==> config.mk <==
export PLATFORM = sky130hd
export DESIGN_NAME = rpae_angular
export DESIGN_NICKNAME = d
export VERILOG_FILES = /design/src/design/rpae_pkg.sv /design/src/design/rpae_angular.sv
export SDC_FILE = /design/constraint.sdc
export NUM_CORES = 2
export LEC_CHECK = 0
export BUFFER_PORTS_ARGS = -buffer_cell sky130_fd_sc_hd__buf_2
export CAP_MARGIN = 20
export CORE_MARGIN = 2
export CORE_UTILIZATION = 55
export DETAILED_ROUTE_END_ITERATION = 8
export PLACE_DENSITY = 0.73
export SLEW_MARGIN = 0
export SYNTH_ARGS = -nofsm -noshare
export SYNTH_HDL_FRONTEND = slang
export SYNTH_SLANG_ARGS = --single-unit
export TNS_END_PERCENT = 10
==> constraint.sdc <==
create_clock -name clk_i -period 8.6 [get_ports clk_i]
set_input_delay 1.72 -clock clk_i [delete_from_list [all_inputs] [get_ports clk_i]]
set_output_delay 1.72 -clock clk_i [all_outputs]
set_load 0.02 [all_outputs]
==> src/design/rpae_pkg.sv <==
package rpae_pkg;

  // Fixed widths of the datapath.
  localparam int unsigned CoefW    = 32;
  localparam int unsigned RadW     = 16;
  localparam int unsigned AngW     = 16;
  localparam int unsigned AccW     = 44;
  localparam int unsigned AfW      = 16;
  localparam int unsigned NumCoef  = 4;
  localparam int unsigned MaxTerms = 4;
  localparam int unsigned RadFrac  = 13;
  localparam int unsigned AngFrac  = 14;

  // Sine polynomial constants in Q1.14.
  localparam logic [14:0] AngOne = 15'd16384;
  localparam logic [14:0] SinA   = 15'd25736;
  localparam logic [13:0] SinB   = 14'd10512;
  localparam logic [10:0] SinC   = 11'd1160;

  // Configuration register indexes.
  typedef logic [2:0] cfg_idx_t;
  localparam cfg_idx_t CfgCoef0 = 3'd0;
  localparam cfg_idx_t CfgCoef1 = 3'd1;
  localparam cfg_idx_t CfgCoef2 = 3'd2;
  localparam cfg_idx_t CfgCoef3 = 3'd3;
  localparam cfg_idx_t CfgTerms = 3'd4;
  localparam cfg_idx_t CfgFreq  = 3'd5;

  typedef logic signed [CoefW-1:0] coef_t;
  typedef logic signed [AccW-1:0]  acc_t;
  typedef logic signed [AfW-1:0]   af_t;

endpackage

==> src/design/rpae_angular.sv <==
module rpae_angular (
  input  logic           clk_i,
  input  logic           en_i,
  input  logic [15:0]    angle_i,
  input  logic [6:0]     freq_i,
  output rpae_pkg::af_t  af_o
);

  logic [15:0] mext;
  logic [15:0] phase;
  logic [14:0] x_d;
  logic [28:0] sq;
  logic [24:0] cz;
  logic [27:0] tz;
  logic [28:0] ux;
  logic [14:0] s;

  logic [14:0] x1_q, x2_q, x3_q, x4_q;
  logic        neg1_q, neg2_q, neg3_q, neg4_q;
  logic [14:0] z2_q, z3_q;
  logic [13:0] t1_q;
  logic [14:0] u_q;
  rpae_pkg::af_t af_q;

  // Phase = m*angle mod one turn, shifted a quarter turn for cosine if m >= 0.
  always_comb begin
    mext  = {{9{freq_i[6]}}, freq_i};
    phase = 16'(angle_i * mext);
    if (!freq_i[6]) begin
      phase = phase + 16'h4000;
    end
    x_d = phase[14] ? (rpae_pkg::AngOne - {1'b0, phase[13:0]}) : {1'b0, phase[13:0]};
  end

  assign sq = x1_q * x1_q;
  assign cz = rpae_pkg::SinC * z2_q;
  assign tz = t1_q * z3_q;
  assign ux = u_q * x4_q;
  assign s  = ux[28:14];

  // Five stages: fold, square, and three steps of the odd polynomial.
  always_ff @(posedge clk_i) begin
    if (en_i) begin
      x1_q   <= x_d;
      neg1_q <= phase[15];
      z2_q   <= sq[28:14];
      x2_q   <= x1_q;
      neg2_q <= neg1_q;
      t1_q   <= rpae_pkg::SinB - 14'(cz[24:14]);
      z3_q   <= z2_q;
      x3_q   <= x2_q;
      neg3_q <= neg2_q;
      u_q    <= rpae_pkg::SinA - {1'b0, tz[27:14]};
      x4_q   <= x3_q;
      neg4_q <= neg3_q;
      af_q   <= neg4_q ? -$signed({1'b0, s}) : $signed({1'b0, s});
    end
  end

  assign af_o = af_q;

endmodule

### Word level (Yosys, flattened, before mapping)

Cells that the tools add are included.
W data, S select, Z words.

| cells by class | value |
|---|---|
| $add $sub $neg | 5 |
| multipliers | 5 |
| mux-type cells | 3 |

Operator list:

| cell | number |
|---|---|
| $mul A15 B15 Y29 | 2 |
| $sub A15 B14 Y15 const A | 2 |
| $mul A14 B15 Y28 | 1 |
| $mul A8 B15 Y22 const A | 1 |
| $add A16 B15 Y16 const B | 1 |
| $mul A16 B7 Y16 | 1 |
| $mux W16 | 1 |
| $neg A15 Y16 | 1 |
| $mux W15 | 1 |
| $mux W14 | 1 |
| $sub A14 B11 Y14 const A | 1 |

| storage, ports and cells | value |
|---|---|
| bits in registers | 139 |
| output and inout port bits | 16 |
| logic and storage cells | 28 |

### Longest topological paths before layout

| logic depth | value |
|---|---|
| depth in word-level cells | 5 |
| depth in mapped cells | 28 |
| mapped depth without buffers | 27 |

### Least setup slack after synthesis

No wires, ideal clock.

| timing | value |
|---|---|
| path kind | reg2reg |
| start | register t1_q[5] |
| end | register u_q[10] (data pin) |
| cell stages (with the launch flop) | 28 |
| slack | 1907 ps |
| required time | 8341 ps |
| data arrival time | 6434 ps |
| library setup time | 259 ps |
| clock period less this slack | 6693 ps |
| buffers on the path | 1 |
| cells stage by stage | edfxtp_1 -> clkbuf_1 -> nand2_1 -> fa_1 -> inv_1 -> fa_1 -> inv_1 -> fa_1 -> inv_1 -> fa_1 -> fa_1 -> inv_1 -> fa_1 -> inv_1 -> ha_1 -> and2_1 -> a22oi_1 -> a31oi_1 -> a311oi_2 -> xnor2_1 -> inv_1 -> ha_1 -> inv_1 -> o21a_1 -> o31a_4 -> o311ai_4 -> a21oi_2 -> xnor2_1 |

| on the way | value |
|---|---|
| cells in the longest elaborated chain, start to end | 2 |

Ends and longest elaborated chain:

| item | RTL line | text |
|---|---|---|
| start: declaration | rpae_angular.sv:21 | `logic [13:0] t1_q;` |
| start signal: assignment | rpae_angular.sv:49 | `t1_q <= rpae_pkg::SinB - 14'(cz[24:14]);` |
| $mul A14 B15 Y28 | rpae_angular.sv:37 | `assign tz = t1_q * z3_q;` |
| $sub A15 B14 Y15 | rpae_angular.sv:53 | `u_q <= rpae_pkg::SinA - {1'b0, tz[27:14]};` |
| end signal: assignment | rpae_angular.sv:53 |  |
| end: declaration | rpae_angular.sv:22 | `logic [14:0] u_q;` |

No other way between the ends.
A chain may end at the register's enable or synchronous reset.

### Final worst setup path

| timing | value |
|---|---|
| start | register u_q[14] |
| end | register af_q[15] (netlist: af_o[15]) (data pin) |

| on the way | value |
|---|---|
| cells in the longest elaborated chain, start to end | 2 |

Ends and longest elaborated chain:

| item | RTL line | text |
|---|---|---|
| $mul A15 B15 Y29 | rpae_angular.sv:38 | `assign ux = u_q * x4_q;` |
| $neg A15 Y16 | rpae_angular.sv:56 | `af_q <= neg4_q ? -$signed({1'b0, s}) : $signed({1'b0, s});` |
| end signal: assignment | rpae_angular.sv:56 |  |
| end: declaration | rpae_angular.sv:23 | `rpae_pkg::af_t af_q;` |

No other way between the ends.

==> flow_summary.ini <==
[sta]
period_needed_ps = 7150
final_hold_viol_count = 0
final.setup.tns_ps = 0
worst_pin_slew_ps = 1040
relSlewSlack_pct = 30.8
fin_crit_sh_pct = 83.2
fmax_mhz = 140
setup_viol = 0
rsz0062_at_grt = false
whs_ps = 414
skew_ps = 12.7
maxSlewViolCount = 0

[route]
initialDrtViolationCount = 1077
ant_nets = 0
num_vias = 19400
post_drt_wl_per_cell_um = 16.2
route.detailed.drc = 0
drt_pass1_iterations = 5
routed_wl_um = 58100
viasPerCell = 5.40

[clocking]
htree_num_levels = 4
cts.sinks = 137
cts_buffers = 17
cts.repair.resized = 0
clkTransAtPathRegs_ps = 80
root_buffer = clkbuf_16
cts_tree = yes
cts_setup_buffers = 0
clockBufferDepth = 2
hold_buffers = 0
clk_latency_ps = 440

[critical_path]
required_ps = 8780
path_max_fanout = 15
slowest_delay_ps = 630
r2r-end = af_o[15]
worstRegToRegCells = 21
cp_common_cell = fa_1
rr_startpoint = u_q[14]
cp-endpoint = af_o[15]
critPathKind = flip-flop to flip-flop
r2r_slack_ps = 1450
cp-start-kind = flip-flop
startpoint = u_q[14]
end_kind = flip-flop
cp.arrival_ps = 7340
crit_slowest_cell = edfxtp_1
cp_cell_sequence = and2_1, fa_1, inv_1, fa_1, inv_1, fa_1, inv_1, fa_1, fa_1, fa_1, inv_1, ha_1, a21oi_1, o21ai_0, a211o_1, o211a_1, o2111a_1, a311oi_1, o21a_1, nand2_1, o41a_1

[placed_design]
globalplace.congestion = 0.916
dpl.hpwl_um = 48400
port_buffers = 40

[final_layout]
final_layout_size_suffix_gt1_share_pct = 3.95
antenna_cells = 0
finalNetCount = 3780
area_growth_syn_to_layout_pct = 4.74

[global_routing]
grtUsageTotal_pct = 22.9
antenna_found_initial = 1
grt_pass1_wl_um = 99900
grt_remaining_overflow = 0
grt_pass1_vias = 21400
grt_start_max_net_pins = 84

[synth]
synth_fa_ha_area_share_pct = 50.8
yosys.area.top_type = fa_1
synth_top_family_by_area = adder cells
synthesis.area_um2 = 28500
synth-edff-count = 137
synth_mux_area_share_pct = 0.224
synth_top_area_share_pct = 35.1
synth_nets = 3806
yosys_register_bits = 137
ys_async_sr_fraction_pct = 0
seq_area_frac_synth_pct = 14.4
yosysMostFrequentCell = inv_1
synth_xor_area_share_pct = 4.06
synth-simple-area-share_pct = 15.0
synthCells = 2925
synthFlopType = edfxtp_1
synth_compound_area_share_pct = 5.82
synthTopCellsByArea = fa_1, ha_1, edfxtp_1, inv_1, and2_1
avgSynthCellArea_um2 = 9.73
synth_cell_types = 83
ys_top_cells_by_count = inv_1, fa_1, ha_1
ys_warn_count = 0

[flow_run]
drv_cap = 0

[floorplan]
pin_count = 41
dieHeight_um = 232
die_x_um = 232
core_area_um2 = 51200
start_util_pct = 55.6
fp.dieArea_um2 = 53600
rows = 83

[status]
status = complete, no violations

[min_path]
min_from = x3_q[1]
hold_class = flip-flop to flip-flop
cells by family after synthesis:
group | count (synthesis)
adders and majority gates | 856
and+or+nand+nor | 836
buffers and inverters | 731
AOI/OAI and AO/OA | 230
DFF | 137
xor gates and xnor gates | 129
muxes | 6
layer usage:
layer	vias to the layer above	track usage (%)	wire (um)
met4	0	5.95	1070
li1	9015	-	-
met5	-	0	0
met3	92	2.39	2490
met2	526	42.2	30600
met1	9768	28.5	24000
stage by stage:
stage / instance area (um^2) / util, % / cells / setup slack, ps
floorplan: 28500 / - / 2925 / 1910
global placement: 29200 / 57.1 / 3560 / 1640
detailed placement: 29200 / 57.1 / 3560 / 1480
CTS: 29800 / 58.2 / 3592 / 1470
global route: 29800 / 58.2 / 3592 / 1100
finish: 29800 / 58.2 / 3592 / 1450
sequential cells by signal, summed over array words and instances, names as in the netlist:
| name | flops |
|---|---|
| af_o | 16 |
| neg1_q | 1 |
| neg2_q | 1 |
| neg3_q | 1 |
| neg4_q | 1 |
| t1_q | 12 |
| u_q | 15 |
| x1_q | 15 |
| x2_q | 15 |
| x3_q | 15 |
| x4_q | 15 |
| z2_q | 15 |
| z3_q | 15 |
layout by cell type (no fill, tap or decap), drive strengths merged, types with 21 or more instances in the layout:
master	instances
inv	649
a21oi	65
nor2	71
edfxtp	137
nor3	22
ha	357
o21ai	40
nand2	313
buf	45
a21o	21
xor2	33
xnor2	94
and2	324
fa	499
layout make-up:
cell class / count / area [um^2]
clock buffers: 17 / 425
repair buffers: 45 / 244
well taps: 680 / 851
flip-flops and latches: 137 / 4110
multi-input cells: 2057 / 21600
clock inverters: 15 / 178
fillers: 4248 / 21400
inverters: 641 / 2410
worst min-delay path by stage:
stage | endpoint | depth (start not counted)
final | x4_q[1] | 0
after global placement | x4_q[8] | 0
after floorplan | neg2_q | 0
after detailed placement | neg3_q | 0
after global routing | x3_q[2] | 0
after CTS | x4_q[1] | 0
critical path: cells and delay by family, from the launching register on:
kind | cells | cell delay, ps
flops | 1 | 630
buf+inv | 4 | 190
fa+ha+maj | 7 | 3400
simple gates | 2 | 400
compound gates | 8 | 2250
Power is not shown: default switching activity piles up to over one toggle a cycle in this logic, so the estimate is an artifact.
