--- config.mk ---
export PLATFORM = sky130hd
export DESIGN_NAME = rpae_radial
export DESIGN_NICKNAME = d
export VERILOG_FILES = /design/src/design/rpae_pkg.sv /design/src/design/rpae_radial.sv
export SDC_FILE = /design/constraint.sdc
export NUM_CORES = 2
export LEC_CHECK = 0
export ABC_AREA = 1
export CAP_MARGIN = 20
export CORE_UTILIZATION = 70
export CTS_CLUSTER_DIAMETER = 200
export CTS_CLUSTER_SIZE = 12
export DETAILED_ROUTE_END_ITERATION = 10
export DONT_BUFFER_PORTS = 1
export GPL_ROUTABILITY_DRIVEN = 0
export HOLD_SLACK_MARGIN = 0.12
export PLACE_DENSITY = 0.86
export SKIP_LAST_GASP = 1
export SYNTH_ARGS = -nofsm -noshare
export SYNTH_HDL_FRONTEND = slang
export SYNTH_SLANG_ARGS = --single-unit
--- constraint.sdc ---
create_clock -name clk_i -period 13.96 [get_ports clk_i]
set_input_delay 0.698 -clock clk_i [delete_from_list [all_inputs] [get_ports clk_i]]
set_output_delay 0.698 -clock clk_i [all_outputs]
set_load 0.01 [all_outputs]
--- src/design/rpae_pkg.sv ---
package rpae_pkg;

  // Fixed widths of the datapath.
  localparam int unsigned CoefW    = 32;
  localparam int unsigned RadW     = 16;
  localparam int unsigned AngW     = 16;
  localparam int unsigned AccW     = 44;
  localparam int unsigned AfW      = 16;
  localparam int unsigned NumCoef  = 4;
  localparam int unsigned MaxTerms = 4;
  localparam int unsigned RadFrac  = 13;
  localparam int unsigned AngFrac  = 14;

  // Sine polynomial constants in Q1.14.
  localparam logic [14:0] AngOne = 15'd16384;
  localparam logic [14:0] SinA   = 15'd25736;
  localparam logic [13:0] SinB   = 14'd10512;
  localparam logic [10:0] SinC   = 11'd1160;

  // Configuration register indexes.
  typedef logic [2:0] cfg_idx_t;
  localparam cfg_idx_t CfgCoef0 = 3'd0;
  localparam cfg_idx_t CfgCoef1 = 3'd1;
  localparam cfg_idx_t CfgCoef2 = 3'd2;
  localparam cfg_idx_t CfgCoef3 = 3'd3;
  localparam cfg_idx_t CfgTerms = 3'd4;
  localparam cfg_idx_t CfgFreq  = 3'd5;

  typedef logic signed [CoefW-1:0] coef_t;
  typedef logic signed [AccW-1:0]  acc_t;
  typedef logic signed [AfW-1:0]   af_t;

endpackage

--- src/design/rpae_radial.sv ---
module rpae_radial (
  input  logic                  clk_i,
  input  logic                  en_i,
  input  logic [15:0]           radius_i,
  input  rpae_pkg::coef_t       coef_i [rpae_pkg::NumCoef],
  input  logic [2:0]            terms_i,
  output rpae_pkg::acc_t        acc_o
);

  rpae_pkg::coef_t ceff [rpae_pkg::NumCoef];
  logic [2:0]      n_eff;
  rpae_pkg::acc_t  acc1_d, acc2_d, acc3_d;
  rpae_pkg::acc_t  acc1_q, acc2_q, acc3_q, acc4_q, acc5_q;
  logic [15:0]     r1_q, r2_q;

  // One Horner step: floor(acc * r / 2^13) + c.
  function automatic rpae_pkg::acc_t horner(input rpae_pkg::acc_t acc,
                                            input logic [15:0] r,
                                            input rpae_pkg::coef_t c);
    logic signed [rpae_pkg::AccW+16:0] p;
    p = acc * $signed({1'b0, r});
    return rpae_pkg::AccW'(p >>> rpae_pkg::RadFrac) + rpae_pkg::AccW'(c);
  endfunction

  // Inactive terms read as zero, so Horner can always run all steps.
  assign n_eff = (terms_i > 3'(rpae_pkg::MaxTerms)) ? 3'(rpae_pkg::MaxTerms) : terms_i;

  always_comb begin
    for (int i = 0; i < rpae_pkg::NumCoef; i++) begin
      ceff[i] = (3'(i) < n_eff) ? coef_i[i] : '0;
    end
  end

  assign acc1_d = horner(rpae_pkg::AccW'(ceff[3]), radius_i, ceff[2]);
  assign acc2_d = horner(acc1_q, r1_q, ceff[1]);
  assign acc3_d = horner(acc2_q, r2_q, ceff[0]);

  // Three Horner stages, then two delay stages to line up with the angle path.
  always_ff @(posedge clk_i) begin
    if (en_i) begin
      acc1_q <= acc1_d;
      r1_q   <= radius_i;
      acc2_q <= acc2_d;
      r2_q   <= r1_q;
      acc3_q <= acc3_d;
      acc4_q <= acc3_q;
      acc5_q <= acc4_q;
    end
  end

  assign acc_o = acc5_q;

endmodule

# After elaboration in Yosys (flattened, before gate mapping)
# Cells that the tools add are included.
[classes]
add_sub_neg = 3
mul = 3
magnitude_cmp = 5
muxes = 5
[ops]
columns = ["op", "count"]
rows = [
  ["32-bit two-way mux", 4],
  ["44-bit by 17-bit multiplier with 57-bit output", 1],
  ["37-bit by 17-bit multiplier with 54-bit output", 1],
  ["32-bit by 17-bit multiplier with 49-bit output", 1],
  ["44-bit by 32-bit adder with 44-bit output", 1],
  ["41-bit by 32-bit adder with 42-bit output", 1],
  ["36-bit by 32-bit adder with 37-bit output", 1],
  ["1-bit by 3-bit < comparator with 1-bit output (first input constant)", 2],
  ["2-bit by 3-bit < comparator with 1-bit output (first input constant)", 2],
  ["3-bit greater-than comparator (second input constant)", 1],
  ["3-bit two-way mux", 1],
]
[totals]
register_bits = 245
output_inout_bits = 44
word_cells = 23

# Longest topological paths before layout
[logic_depth]
word_depth = 6
depth_mapped = 43

# Worst setup path before layout
# OpenSTA, ideal clock, no wires.
[synth_path]
path_type = "input-to-reg"
from = "input port terms_i[2]"
to = "register acc1_q[32], data pin"
setup_time_ps = 252
arrival_ps = 7370
t_required_ps = 13708
path_slack_ps = 6338
path_stages = 33
path_buffers = 2
cell_sequence = "buf_2 > buf_1 > nand2_1 > inv_1 > nand2_1 > fa_1 > inv_1 > fa_1 > inv_1 > fa_1 > inv_1 > fa_1 > fa_1 > inv_1 > fa_1 > inv_1 > ha_1 > a21o_1 > a21oi_1 > o21ai_0 > a21oi_1 > o21ai_0 > xor2_1 > ha_1 > a21oi_1 > o21ai_0 > a21oi_2 > nand2_2 > a21boi_2 > nand3b_1 > nand2_1 > nand2_1 > nand2_1"
[synth_between]
elab_chain_cells = 6
word_cells_on_any_way = 8
cone_classes = "1 x add/sub; 1 x mul; 3 x order compare; 3 x mux"
[synth_rtl]
columns = ["item", "line_no", "text"]
rows = [
  ["start: declaration", "rpae_radial.sv:6", "input logic [2:0] terms_i,"],
  ["3-bit greater-than comparator", "rpae_radial.sv:26", "assign n_eff = (terms_i > 3'(rpae_pkg::MaxTerms)) ? 3'(rpae_pkg::MaxTerms) : terms_i;"],
  ["3-bit two-way mux (*)", "rpae_radial.sv:26", ""],
  ["2-bit by 3-bit < comparator with 1-bit output", "rpae_radial.sv:30", "ceff[i] = (3'(i) < n_eff) ? coef_i[i] : '0;"],
  ["32-bit two-way mux", "rpae_radial.sv:30", ""],
  ["32-bit by 17-bit multiplier with 49-bit output", "rpae_radial.sv:21", "p = acc * $signed({1'b0, r});"],
  ["36-bit by 32-bit adder with 37-bit output (*)", "rpae_radial.sv:22", "return rpae_pkg::AccW'(p >>> rpae_pkg::RadFrac) + rpae_pkg::AccW'(c);"],
  ["via acc1_d[32]", "rpae_radial.sv:12", "rpae_pkg::acc_t acc1_d, acc2_d, acc3_d;"],
  ["end signal: assignment", "rpae_radial.sv:41", "acc1_q <= acc1_d;"],
  ["end: declaration", "rpae_radial.sv:13", "rpae_pkg::acc_t acc1_q, acc2_q, acc3_q, acc4_q, acc5_q;"],
]
# The timed path passes the listed nets; every way through them passes the cells marked *.
# A chain may end at the register's enable or synchronous reset.

# Worst setup path after layout
[layout_path]
from = "register r1_q[4]"
to = "register acc2_q[28], data pin"
[layout_between]
elab_chain_cells = 2
[layout_rtl]
columns = ["item", "line_no", "text"]
rows = [
  ["start: declaration", "rpae_radial.sv:14", "logic [15:0] r1_q, r2_q;"],
  ["start signal: assignment", "rpae_radial.sv:42", "r1_q <= radius_i;"],
  ["37-bit by 17-bit multiplier with 54-bit output", "rpae_radial.sv:21", ""],
  ["41-bit by 32-bit adder with 42-bit output", "rpae_radial.sv:22", ""],
  ["via acc2_d[28]", "rpae_radial.sv:12", ""],
  ["end signal: assignment", "rpae_radial.sv:43", "acc2_q <= acc2_d;"],
  ["end: declaration", "rpae_radial.sv:13", ""],
]
# The timed path passes the listed nets, and every way through them passes these cells.

==> impl_metrics.yaml <==
cells_and_area:
  fin_area_mm2: 0.0817
  layout_commonest_cell: "inv_1"
  fin_nets: 12400
  layout-drive-gt1-share: 0.0181
  final_cell_mix: "inv_1 (3045), nand2_1 (2455), fa_1 (1662)"
  syn_to_final_growth_pct: 1.84
  post-route-util: 0.722
clock_tree:
  cts.repair.resized: 0
  cts_tree: "built"
  clock_latency_ps: 610
  h-tree-depth: 1
  clkSlewWorstSetupHoldPaths_ps: 90
  cts_sinks: 243
  cts_hold_buffers: 0
  clockBufferDepth: 3
  cts_root_buf: "clkbuf_16"
  post_cts_buffers: 0
  cts_buffers: 25
routing:
  drt_iter0_drc: 7049
  drc: 0
  avgRoutedWirePerCell_um: 19.8
  num_vias: 67800
  drt-total-wl_um: 230000
  drtAntennaViolNets: 0
  dr.pass1.iters: 9
  viasPerCell: 5.83
worst_setup_path:
  crit_path_start: "r1_q[4]"
  reg2reg_depth: 27
  crit_type: "flop to flop"
  arrival_ps: 8760
  crit_fanout: 21
  cp.required_ps: 14330
  rr_endpoint: "acc2_q[28]"
  cp-end-kind: "flop"
  cp-start-kind: "flop"
  r2r_setup_slack_ps: 5570
  rr_startpoint: "r1_q[4]"
  endpoint: "acc2_q[28]"
synth:
  syn_area_mm2: 0.0802
  netlist_top_cells_area: "fa_1 (41%), inv_1 (14%), nand2_1 (11%)"
  syn-instance-count: 10400
  synth_ff_type: "edfxtp_1"
  yosys_warnings: 0
  yosys.area.top_type_share: 0.415
  synth_edf_count: 243
  syn_area_per_cell_um2: 7.69
  synth_area_leader_cell: "fa_1"
  synth_cell_types: 47
  synth_async_sr_flop_share: 0
  syn_nets: 12700
  ys_ff_latch: 243
  seq_area_frac_synth: 0.0909
sta:
  fin_crit_ps: 8390
  slew_violations: 0
  fin_crit_sh: 0.601
  setup_viol: 0
  worst_slew_pin_slew_ps: 1090
  slew_headroom: 0.272
  holdWs_ps: 176
  finalHoldViolCount: 0
  finClkSkew_ps: 32.8
  max_freq_mhz: 119
  rsz0062_at_grt: "false"
  finalSetupTns_ps: 0
grt:
  top_usage_layer: "met2"
  overflow: 0
  antenna_found_initial: 1
  grt_pass1_wl_um: 367000
  grt_max_degree: 244
  grt_usage: 0.406
  met1_usage: 0.476
  grt_pass1_vias: 72500
  use_met2: 0.655
  gr-usage-met3: 0.103
place:
  dpl.hpwl_um: 184000
  place_area_mm2: 0.0810
  port_buffers: 0
die:
  fp.dieH_um: 341
  coreArea_mm2: 0.113
  start_util: 0.709
  die_w_um: 341
  rows: 123
  io_pins: 193
  die-area_mm2: 0.116
run_status:
  status: "finished clean"
run:
  max-cap-violations: 0
min_path:
  min-delay-path-class: "input port to flop"
## routing by layer
layer / vias up / part of all wire
li1: 29300 / -
met1: 32200 / 0.33
met3: 1509 / 0.13
met4: 0 / 0.087
met5: - / 0
met2: 4806 / 0.46
## stage by stage
stage,cells,worst slack [ps]
final,11600,5570
after global routing,11600,5190
after CTS,11600,5840
after detailed placement,11600,5550
after global placement,11600,5630
after floorplan,10400,6340
## synthesized netlist by cell type, types with 9 or more instances
| cell type | n |
|---|---|
| inv_1 | 3045 |
| clkinv_1 | 9 |
| nor2_2 | 19 |
| o21bai_1 | 42 |
| and3_1 | 11 |
| inv_2 | 17 |
| nand3_1 | 191 |
| buf_1 | 32 |
| nor2_1 | 803 |
| o21ai_2 | 9 |
| a21oi_2 | 9 |
| o21a_1 | 13 |
| fa_1 | 1662 |
| nand4_1 | 35 |
| a21o_1 | 47 |
| nand2_2 | 23 |
| xnor2_1 | 59 |
| edfxtp_1 | 243 |
| a31oi_1 | 41 |
| buf_2 | 15 |
| xor2_1 | 156 |
| ha_1 | 500 |
| o21ai_0 | 180 |
| nor3_1 | 37 |
| nor4_1 | 12 |
| o21ai_1 | 25 |
| nand2_1 | 2455 |
| clkbuf_1 | 329 |
| a21oi_1 | 335 |
| a21boi_0 | 15 |
## cell type report
cell class,count,area (um^2)
repair buffers,40,333
well taps,1500,1880
diodes,2,5.00
inverters,3071,11500
multi-input cells,6740,60000
fillers,8382,31400
clock buffers,28,637
flip-flops and latches,243,7300
clock inverters,3,40.0
## kinds of logic (layout without fill, tap and decap cells)
group,Yosys count,count (layout),synth area share
simple gates,3621,3621,0.179
other cells,0,2,0
compound gates,742,742,0.0528
xor+xnor,215,215,0.0235
buf+inv,3447,3142,0.161
fa+ha+maj,2162,2162,0.493
flops,243,243,0.0909
## worst min path at each step
| stage | to | slack (ps) | depth (start not counted) | startpoint |
|---|---|---|---|---|
| final | r1_q[7] | 180 | 0 | radius_i[7] |
| after global routing | r1_q[7] | 170 | 0 | radius_i[7] |
| after CTS | r1_q[7] | 160 | 0 | radius_i[7] |
| after detailed placement | acc_o[30] | 400 | 0 | acc4_q[30] |
| after global placement | acc4_q[10] | 400 | 0 | acc3_q[10] |
| after floorplan | acc4_q[0] | 400 | 0 | acc3_q[0] |
## worst max-delay path, cell delays in order (launching register included)
cell and delay (ps):
edfxtp_1 800, buf_4 440, nand2_1 160, fa_1 500, fa_1 530, fa_1 540
inv_1 60, fa_1 490, fa_1 490, inv_1 50, fa_1 470, inv_1 40
ha_1 380, a21oi_1 400, o21ai_0 280, a21oi_1 310, nand2_1 110, inv_1 60
nand2_1 60, xor2_1 300, ha_1 360, a21oi_1 230, o21ai_0 120, a21oi_1 180
nand2_2 130, a21oi_1 250, o21ai_1 120, xor2_1 310
## flip-flops by register name, indices dropped and copies added (netlist names)
name	flops
r1_q	16
acc4_q	44
acc_o	44
r2_q	16
acc3_q	44
acc2_q	42
acc1_q	37
Power is left out: the tool's default activity adds up to more than one toggle a clock period on the data nets, which glitch-free logic cannot reach.
